==> config.mk <==
export PLATFORM = sky130hd
export DESIGN_NAME = sync_length_frame_receiver
export DESIGN_NICKNAME = d
export VERILOG_FILES = /design/src/slfr_pkg.sv /design/src/slfr_cfg.sv /design/src/slfr_core.sv /design/src/sync_length_frame_receiver.sv
export SDC_FILE = /design/constraint.sdc
export NUM_CORES = 1
export LEC_CHECK = 0
export BUFFER_PORTS_ARGS = -buffer_cell sky130_fd_sc_hd__buf_2
export CAP_MARGIN = 0
export CELL_PAD_IN_SITES_DETAIL_PLACEMENT = 1
export CELL_PAD_IN_SITES_GLOBAL_PLACEMENT = 2
export CORE_MARGIN = 2
export CORE_UTILIZATION = 35
export CTS_CLUSTER_SIZE = 30
export DETAILED_ROUTE_END_ITERATION = 10
export PLACE_DENSITY = 0.91
export SYNTH_ARGS = -nofsm -noshare
export SYNTH_HDL_FRONTEND = slang
export SYNTH_SLANG_ARGS = --single-unit
==> constraint.sdc <==
create_clock -name clk -period 3.5 [get_ports clk]
set_clock_uncertainty 0.2 [all_clocks]
set_input_delay 0.525 -clock clk [delete_from_list [all_inputs] [get_ports clk]]
set_output_delay 0.525 -clock clk [all_outputs]
set_load 0.02 [all_outputs]
==> src/slfr_pkg.sv <==
// Shared types and constants for the sync/length frame receiver.
// Used by slfr_cfg, slfr_core and the top level; depends on nothing.
`timescale 1ns / 1ps
`default_nettype none

package slfr_pkg;

  localparam int unsigned CFG_ADDR_W = 4;
  localparam int unsigned CFG_DATA_W = 32;

  localparam logic [1:0] REG_SYNC_FIRST  = 2'd0;
  localparam logic [1:0] REG_SYNC_SECOND = 2'd1;
  localparam logic [1:0] REG_MAX_LEN     = 2'd2;
  localparam logic [1:0] REG_LOG_LIMIT   = 2'd3;

  localparam logic [7:0]  RST_SYNC_FIRST  = 8'd148;
  localparam logic [7:0]  RST_SYNC_SECOND = 8'd195;
  localparam logic [15:0] RST_MAX_LEN     = 16'd512;
  localparam logic [15:0] RST_LOG_LIMIT   = 16'd255;

  localparam logic [7:0] CHAR_CR = 8'd13;
  localparam logic [7:0] CHAR_LF = 8'd10;

  typedef enum logic [2:0] {
    KIND_PAYLOAD  = 3'd0,
    KIND_LOG_CHAR = 3'd1,
    KIND_LOG_END  = 3'd2,
    KIND_DROPPED  = 3'd3,
    KIND_EMPTY    = 3'd4
  } kind_t;

  typedef struct packed {
    logic [7:0]  sync_first;
    logic [7:0]  sync_second;
    logic [15:0] max_payload_length;
    logic [15:0] log_line_limit;
  } cfg_t;

endpackage

`default_nettype wire

==> src/slfr_cfg.sv <==
// Configuration register file with an APB-style access port.
// Depends on slfr_pkg for register indexes, reset values and cfg_t.
`timescale 1ns / 1ps
`default_nettype none

module slfr_cfg
  import slfr_pkg::*;
(
  input  wire logic                  clk,
  input  wire logic                  rst_n,
  input  wire logic                  psel,
  input  wire logic                  penable,
  input  wire logic                  pwrite,
  input  wire logic [CFG_ADDR_W-1:0] paddr,
  input  wire logic [CFG_DATA_W-1:0] pwdata,
  output logic      [CFG_DATA_W-1:0] prdata,
  output logic                       pready,
  output cfg_t                       cfg
);

  cfg_t       cfg_r;
  cfg_t       cfg_nxt;
  logic       wr_en;
  logic [1:0] reg_idx;

  assign pready  = 1'b1;
  assign wr_en   = psel && penable && pwrite;
  assign reg_idx = paddr[3:2];
  assign cfg     = cfg_r;

  always_comb begin
    cfg_nxt = cfg_r;
    if (wr_en) begin
      unique case (reg_idx)
        REG_SYNC_FIRST:  cfg_nxt.sync_first         = pwdata[7:0];
        REG_SYNC_SECOND: cfg_nxt.sync_second        = pwdata[7:0];
        REG_MAX_LEN:     cfg_nxt.max_payload_length = pwdata[15:0];
        REG_LOG_LIMIT:   cfg_nxt.log_line_limit     = pwdata[15:0];
        default:         cfg_nxt = cfg_r;
      endcase
    end
  end

  always_comb begin
    unique case (reg_idx)
      REG_SYNC_FIRST:  prdata = {24'd0, cfg_r.sync_first};
      REG_SYNC_SECOND: prdata = {24'd0, cfg_r.sync_second};
      REG_MAX_LEN:     prdata = {16'd0, cfg_r.max_payload_length};
      REG_LOG_LIMIT:   prdata = {16'd0, cfg_r.log_line_limit};
      default:         prdata = '0;
    endcase
  end

  always_ff @(posedge clk) begin
    if (!rst_n) begin
      cfg_r.sync_first         <= RST_SYNC_FIRST;
      cfg_r.sync_second        <= RST_SYNC_SECOND;
      cfg_r.max_payload_length <= RST_MAX_LEN;
      cfg_r.log_line_limit     <= RST_LOG_LIMIT;
    end else begin
      cfg_r <= cfg_nxt;
    end
  end

endmodule

`default_nettype wire

==> src/slfr_core.sv <==
// Deframer datapath: input register, per-byte parser state, result register.
// Depends on slfr_pkg for kind codes, character constants and cfg_t.
`timescale 1ns / 1ps
`default_nettype none

module slfr_core
  import slfr_pkg::*;
(
  input  wire logic        clk,
  input  wire logic        rst_n,
  input  wire cfg_t        cfg,
  input  wire logic        in_valid,
  output logic             in_ready,
  input  wire logic [7:0]  in_byte,
  output logic             out_valid,
  input  wire logic        out_ready,
  output kind_t            out_kind,
  output logic [7:0]       out_byte,
  output logic             out_last,
  output logic [15:0]      out_length
);

  typedef enum logic [1:0] {
    PH_HUNT    = 2'd0,
    PH_SYNC2   = 2'd1,
    PH_LENGTH  = 2'd2,
    PH_PAYLOAD = 2'd3
  } phase_t;

  // Input stage.
  logic        in_valid_r, in_valid_nxt;
  logic [7:0]  in_byte_r;

  // Parser state.
  phase_t      phase_r, phase_nxt;
  logic        len_lo_r, len_lo_nxt;   // high length byte already taken
  logic [15:0] length_r, length_nxt;
  logic [15:0] remain_r, remain_nxt;
  logic [15:0] log_cnt_r, log_cnt_nxt;

  // Result stage.
  logic        out_valid_r, out_valid_nxt;
  kind_t       kind_r, kind_nxt;
  logic [7:0]  byte_r, byte_nxt;
  logic        last_r, last_nxt;
  logic [15:0] olen_r, olen_nxt;

  logic        adv;
  logic        fire;
  logic        res_valid;
  logic [15:0] len_asm;

  // The result register can be loaded when it is empty or being drained.
  assign adv      = !out_valid_r || out_ready;
  assign fire     = in_valid_r && adv;
  assign in_ready = !in_valid_r || adv;
  assign len_asm  = {length_r[7:0], in_byte_r};

  always_comb begin
    phase_nxt   = phase_r;
    len_lo_nxt  = len_lo_r;
    length_nxt  = length_r;
    remain_nxt  = remain_r;
    log_cnt_nxt = log_cnt_r;
    res_valid   = 1'b0;
    kind_nxt    = KIND_PAYLOAD;
    byte_nxt    = 8'd0;
    last_nxt    = 1'b0;
    olen_nxt    = 16'd0;
    if (fire) begin
      unique case (phase_r)
        PH_HUNT: begin
          // The first sync byte is never log text, even if it equals CR or LF.
          if (in_byte_r == cfg.sync_first) begin
            phase_nxt = PH_SYNC2;
          end else if (in_byte_r == CHAR_LF) begin
            log_cnt_nxt = 16'd0;
            res_valid   = 1'b1;
            kind_nxt    = KIND_LOG_END;
          end else if (in_byte_r != CHAR_CR && log_cnt_r < cfg.log_line_limit) begin
            log_cnt_nxt = log_cnt_r + 16'd1;
            res_valid   = 1'b1;
            kind_nxt    = KIND_LOG_CHAR;
            byte_nxt    = in_byte_r;
          end
        end
        PH_SYNC2: begin
          if (in_byte_r == cfg.sync_second) begin
            phase_nxt  = PH_LENGTH;
            len_lo_nxt = 1'b0;
            length_nxt = 16'd0;
          end else begin
            phase_nxt = PH_HUNT;
          end
        end
        PH_LENGTH: begin
          length_nxt = len_asm;
          len_lo_nxt = 1'b1;
          if (len_lo_r) begin
            if (len_asm > cfg.max_payload_length) begin
              phase_nxt = PH_HUNT;
              res_valid = 1'b1;
              kind_nxt  = KIND_DROPPED;
              olen_nxt  = len_asm;
            end else if (len_asm == 16'd0) begin
              phase_nxt = PH_HUNT;
              res_valid = 1'b1;
              kind_nxt  = KIND_EMPTY;
              last_nxt  = 1'b1;
            end else begin
              remain_nxt = len_asm;
              phase_nxt  = PH_PAYLOAD;
            end
          end
        end
        PH_PAYLOAD: begin
          res_valid = 1'b1;
          kind_nxt  = KIND_PAYLOAD;
          byte_nxt  = in_byte_r;
          olen_nxt  = length_r;
          if (remain_r <= 16'd1) begin
            remain_nxt = 16'd0;
            last_nxt   = 1'b1;
            phase_nxt  = PH_HUNT;
          end else begin
            remain_nxt = remain_r - 16'd1;
          end
        end
        default: phase_nxt = PH_HUNT;
      endcase
    end
  end

  always_comb begin
    if (in_valid && in_ready) begin
      in_valid_nxt = 1'b1;
    end else if (fire) begin
      in_valid_nxt = 1'b0;
    end else begin
      in_valid_nxt = in_valid_r;
    end
    if (fire) begin
      out_valid_nxt = res_valid;
    end else if (out_ready) begin
      out_valid_nxt = 1'b0;
    end else begin
      out_valid_nxt = out_valid_r;
    end
  end

  always_ff @(posedge clk) begin
    if (!rst_n) begin
      in_valid_r  <= 1'b0;
      out_valid_r <= 1'b0;
      phase_r     <= PH_HUNT;
      len_lo_r    <= 1'b0;
      length_r    <= 16'd0;
      remain_r    <= 16'd0;
      log_cnt_r   <= 16'd0;
    end else begin
      in_valid_r  <= in_valid_nxt;
      out_valid_r <= out_valid_nxt;
      phase_r     <= phase_nxt;
      len_lo_r    <= len_lo_nxt;
      length_r    <= length_nxt;
      remain_r    <= remain_nxt;
      log_cnt_r   <= log_cnt_nxt;
    end
  end

  always_ff @(posedge clk) begin
    if (in_valid && in_ready) begin
      in_byte_r <= in_byte;
    end
    if (fire && res_valid) begin
      kind_r <= kind_nxt;
      byte_r <= byte_nxt;
      last_r <= last_nxt;
      olen_r <= olen_nxt;
    end
  end

  assign out_valid  = out_valid_r;
  assign out_kind   = kind_r;
  assign out_byte   = byte_r;
  assign out_last   = last_r;
  assign out_length = olen_r;

  // A payload phase always has at least one byte left to receive.
  a_payload_remain: assert property (@(posedge clk) disable iff (!rst_n)
    phase_r == PH_PAYLOAD |-> remain_r != 16'd0)
    else $error("payload phase entered with nothing remaining");

  // The last payload byte of a frame sends the parser back to hunting.
  a_last_to_hunt: assert property (@(posedge clk) disable iff (!rst_n)
    fire && res_valid && kind_nxt == KIND_PAYLOAD && last_nxt |=> phase_r == PH_HUNT)
    else $error("parser did not return to hunting after the last payload byte");

  // A log result never carries a frame length or a last flag.
  a_log_clean: assert property (@(posedge clk) disable iff (!rst_n)
    out_valid_r && (kind_r == KIND_LOG_CHAR || kind_r == KIND_LOG_END)
      |-> olen_r == 16'd0 && !last_r)
    else $error("log result carries frame fields");

  // A kept log character always leaves a nonzero line count behind.
  a_log_cnt: assert property (@(posedge clk) disable iff (!rst_n)
    fire && res_valid && kind_nxt == KIND_LOG_CHAR |=> log_cnt_r != 16'd0)
    else $error("log count not advanced on a kept character");

endmodule

`default_nettype wire

==> src/sync_length_frame_receiver.sv <==
// Top level of the two-byte sync, length-prefixed frame receiver with log path.
// Accepted bytes wait in the input register; results go out from the result register.
// Throughput: one item per cycle while the output side is ready; the parser state
// update is a single pass between the input register and the result register.
// Reset (rst_n, synchronous, active low) empties both registers, returns the parser to
// hunting with all counters at zero, and loads the register defaults.
`timescale 1ns / 1ps
`default_nettype none

module sync_length_frame_receiver
  import slfr_pkg::*;
(
  input  wire logic                  clk,
  input  wire logic                  rst_n,
  // Input stream.
  input  wire logic                  in_tvalid,
  output logic                       in_tready,
  input  wire logic [7:0]            in_tdata,    // [7:0] rx_byte
  // Result stream.
  output logic                       out_tvalid,
  input  wire logic                  out_tready,
  output logic [23:0]                out_tdata,   // [7:0] out_byte, [23:8] frame_length
  output logic                       out_tlast,   // frame_last
  output logic [2:0]                 out_tuser,   // [2:0] result_kind
  // Configuration port.
  input  wire logic                  cfg_psel,
  input  wire logic                  cfg_penable,
  input  wire logic                  cfg_pwrite,
  input  wire logic [CFG_ADDR_W-1:0] cfg_paddr,
  input  wire logic [CFG_DATA_W-1:0] cfg_pwdata,
  output logic      [CFG_DATA_W-1:0] cfg_prdata,
  output logic                       cfg_pready
);

  cfg_t        cfg;
  kind_t       kind;
  logic [7:0]  obyte;
  logic [15:0] olen;

  slfr_cfg u_cfg (
    .clk     (clk),
    .rst_n   (rst_n),
    .psel    (cfg_psel),
    .penable (cfg_penable),
    .pwrite  (cfg_pwrite),
    .paddr   (cfg_paddr),
    .pwdata  (cfg_pwdata),
    .prdata  (cfg_prdata),
    .pready  (cfg_pready),
    .cfg     (cfg)
  );

  slfr_core u_core (
    .clk        (clk),
    .rst_n      (rst_n),
    .cfg        (cfg),
    .in_valid   (in_tvalid),
    .in_ready   (in_tready),
    .in_byte    (in_tdata),
    .out_valid  (out_tvalid),
    .out_ready  (out_tready),
    .out_kind   (kind),
    .out_byte   (obyte),
    .out_last   (out_tlast),
    .out_length (olen)
  );

  assign out_tdata = {olen, obyte};
  assign out_tuser = kind;

endmodule

`default_nettype wire

==> metrics.md <==
| Metric | Value |
|---|---|
| Final routed DRC violation total | 0 |
| P per Cell Area | 426.8 nW/µm² |
| Total overflow reported by the global router | 0 |
| Adder and majority gate portion of the synthesized area | 0.06189 |
| H-tree levels | 4 |
| Total number of vias | 6917 |
| Power spent charging and discharging nets | 964.5 µW |
| Fraction of power spent switching nets | 0.2518 |
| Logic pwr share | 0.072 |
| Compound-cell area share of the yosys netlist | 0.1549 |
| Starting DRC count in detailed routing | 353 |
| Number of storage elements in the synthesis netlist | 137 |
| Multi-input logic area | 4136 µm² |
| Multiplexer share of the synthesized area | 0.06254 |
| Total global-route track usage | 0.2084 |
| PortBufs | 78 |
| Type of destination of the critical path | flop |
| Parity-gate share of the synthesized area counting xor and xnor cells | 0.02280 |
| Number of global-route vias before repair | 6939 |
| Effective utilization at floorplan | 0.3542 |
| Synthesized area divided by synthesized cell count | 8.740 µm² |
| Clock sink count | 137 |
| Global-route wire length before repair | 38280 µm |
| Ratio of cells with drive above 1 in the final layout | 0.1701 |
| Count of endpoints failing hold in the final timing report | 0 |
| Critical setup path kind | reg -> reg |
| Post-synthesis share of cell area spent on and, or, nand and nor gates | 0.2280 |
| Leading cell types by total area after synthesis | dfxtp_1 26%, edfxtp_1 14%, nand2_1 6.6%, ha_1 6.2%, a21oi_1 5.5% |
| Die footprint | 23150 µm² |
| Post-Route Setup TNS | 0 ps |
| Clock power share | 0.487 |
| Worst slew margin relative to its limit | 0.3168 |
| Main combinational cell family by area after synthesis | simple AND/OR/NAND/NOR gates |
| Min Tclk post-route | 3124 ps |
| TritonCTS Buffers | 17 |
| Leak Pwr | 3.541 nW |
| Slew at the pin with the worst max-slew slack | 1025 ps |
| Nets | 1040 |
| Die outline width | 152.2 µm |
| Maximum root-to-sink buffer count | 2 |
| Number of rows created at floorplan | 54 |
| Average detailed-routed wire length per instance | 19.31 µm |
| Startpoint Class | flop |
| Synthesis warning total | 0 |
| Area growth from synthesis to layout | 16.82% |
| Number of enable-type register cells in the synthesized netlist | 36 |
| Number of inserted filler cells in the final layout | 2587 |
| Final WL | 24020 µm |
| Dominant cell type by area after synthesis | dfxtp_1 |
| Count of endpoints failing setup in the final report | 0 |
| Synth async-reset ratio | 0 |
| Cells resized by post-CTS repair | 0 |
| Pin count of the biggest net entering global routing | 33 |
| Portion of the post-synthesis area used by sequential elements | 0.4039 |
| Length of the first detailed-routing pass in iterations | 5 |
| Final-report max-slew violation count | 0 |
| Main synth FF type | dfxtp_1 |
| DIE HEIGHT | 152.2 µm |
| RSZ-0062 raised after global routing | false |
| Antenna violations before repair | 0 |
| Part of the total power dissipated in sequential elements | 0.441 |
| Mapped cell area | 7682 µm² |
| Internal Pwr Total | 2.866 mW |
| Hold-fix buffers, CTS | 0 |
| Clock tree from TritonCTS | yes |
| Required time reported for the critical path endpoint | 3610 ps |
| Clock slew seen by the registers of the worst setup and hold paths | 60 ps |
| Routed via count divided by cell count | 5.560 |
| Design Power | 3.830 mW |
| Minimum setup slack among reg-to-reg paths | 380 ps |
| Clock Tree Root | clkbuf_16 |
| Yosys top cell area share | 0.2632 |
| Run status | complete, no violations |
| Post-synth cell types | 70 |
| Top-Level Pins | 114 |
| Max FO, Critical Path | 28 |
| Worst Hold Class | in -> reg |
| Max Cap Violations | 0 |
| Worst path arrival time | 3240 ps |
| Maximum VDD drop | 0.3402 mV |
| Area taken by flip-flops and latches | 3103 µm² |
| Global placer's final weighted congestion | 0.8671 |
| Inserted Diodes | 0 |
| Post-DP HPWL | 17170 µm |
| Share of the clock period used by the worst path | 0.8927 |
| Latest clock arrival within the worst-skew pair | 440 ps |
| Achievable clock frequency | 320.1 MHz |
| Cells after synthesis | 879 |
| Core area | 21690 µm² |
| Number of nets with antenna violations after detailed routing | 0 |
| Setup bufs post-CTS | 0 |
-- power groups by stage --
stage / combinational (mW) / clock [mW] / sequential, mW
floorplan: 0.183 / 0 / 1.72
global placement: 0.270 / 0 / 1.72
detailed placement: 0.276 / 0 / 1.72
CTS: 0.277 / 1.90 / 1.69
global route: 0.302 / 1.96 / 1.69
finish: 0.277 / 1.87 / 1.69
-- cells by family after synthesis --
| kind of cell | count (synthesis) |
|---|---|
| simple gates | 347 |
| compound gates | 183 |
| flops | 137 |
| buf+inv | 114 |
| fa+ha+maj | 38 |
| mux | 38 |
| xor+xnor | 20 |
| other cells | 2 |
-- layout by cell type (no fill, tap or decap), types with 25 or more instances in the layout --
| master | synthesis | final |
|---|---|---|
| inv_1 | 44 | 44 |
| buf_2 | 6 | 78 |
| nand4_1 | 25 | 25 |
| a21oi_1 | 85 | 85 |
| edfxtp_1 | 36 | 36 |
| buf_4 | 17 | 30 |
| dfxtp_1 | 101 | 101 |
| nor2_1 | 27 | 27 |
| nand2_1 | 136 | 136 |
| mux2i_1 | 30 | 30 |
| nand3_1 | 44 | 44 |
| ha_1 | 38 | 38 |
-- routing by layer --
layer  part of all wire  track usage
met1               0.45       0.2751
met2               0.48       0.3381
met3              0.044      0.03953
met4              0.026      0.08278
met5                  0            0
-- area by class of cell --
type | instances | area share
Inverter | 44 | 0.01840
Tap cell | 280 | 0.03904
Timing Repair Buffer | 108 | 0.06859
Clock buffer | 20 | 0.05214
Sequential cell | 137 | 0.3457
Multi-Input combinational cell | 643 | 0.4609
Clock inverter | 12 | 0.01520
-- cell usage after synthesis, drive strengths merged (23+ instances only) --
cell type / instances
nand2: 136
dfxtp: 101
nor3: 23
edfxtp: 36
inv: 44
nor2: 28
ha: 38
a21oi: 85
mux2i: 30
nand3: 45
clkbuf: 43
nand4: 25
buf: 27
-- critical path: stages (launching register included) --
cell and delay (ps):
edfxtp_1 550, buf_4 240, nor4_2 410, nand4_1 340
buf_4 320, o31a_1 630, nand2b_1 210, mux2i_1 90
-- worst paths after layout --
path                             from                   end  cells past startpoint
setup reg to reg  u_core.in_byte_r[4]  u_core.log_cnt_r[12]                      7
hold reg to reg   u_core.length_r[12]   u_core.length_r[12]                      2
setup / recovery  u_core.in_byte_r[4]  u_core.log_cnt_r[12]                      7
hold / removal            in_tdata[4]   u_core.in_byte_r[4]                      1
-- sequential cells by signal, indices dropped and copies added (netlist names) --
register and count:
u_core.out_byte 8, u_core.out_kind 3, u_core.out_last 1, u_core.in_valid_r 1
u_core.log_cnt_r 16, u_core.phase_r 2, u_core.len_lo_r 1, u_core.in_byte_r 8
u_cfg.cfg 48, u_core.remain_r 16, u_core.out_length 16, u_core.out_valid 1
u_core.length_r 16
-- through the flow --
| stage | hold slack [ps] | setup WS (ps) | area (µm²) | utilization | std cells |
|---|---|---|---|---|---|
| 2_1_floorplan | 231.6 | 524.2 | 7739 | - | 894 |
| 5_1_grt | 52.92 | 158.0 | 8975 | 0.4138 | 1244 |
| 3_5_place_dp | 245.9 | 378.8 | 8371 | 0.3859 | 1212 |
| 4_1_cts | 51.27 | 378.7 | 8975 | 0.4138 | 1244 |
| 6_report | 67.42 | 375.6 | 8975 | 0.4138 | 1244 |
| 3_3_place_gp | 238.4 | 437.3 | 8371 | 0.3859 | 1212 |
Note: power is estimated with default switching activity, not from simulation.
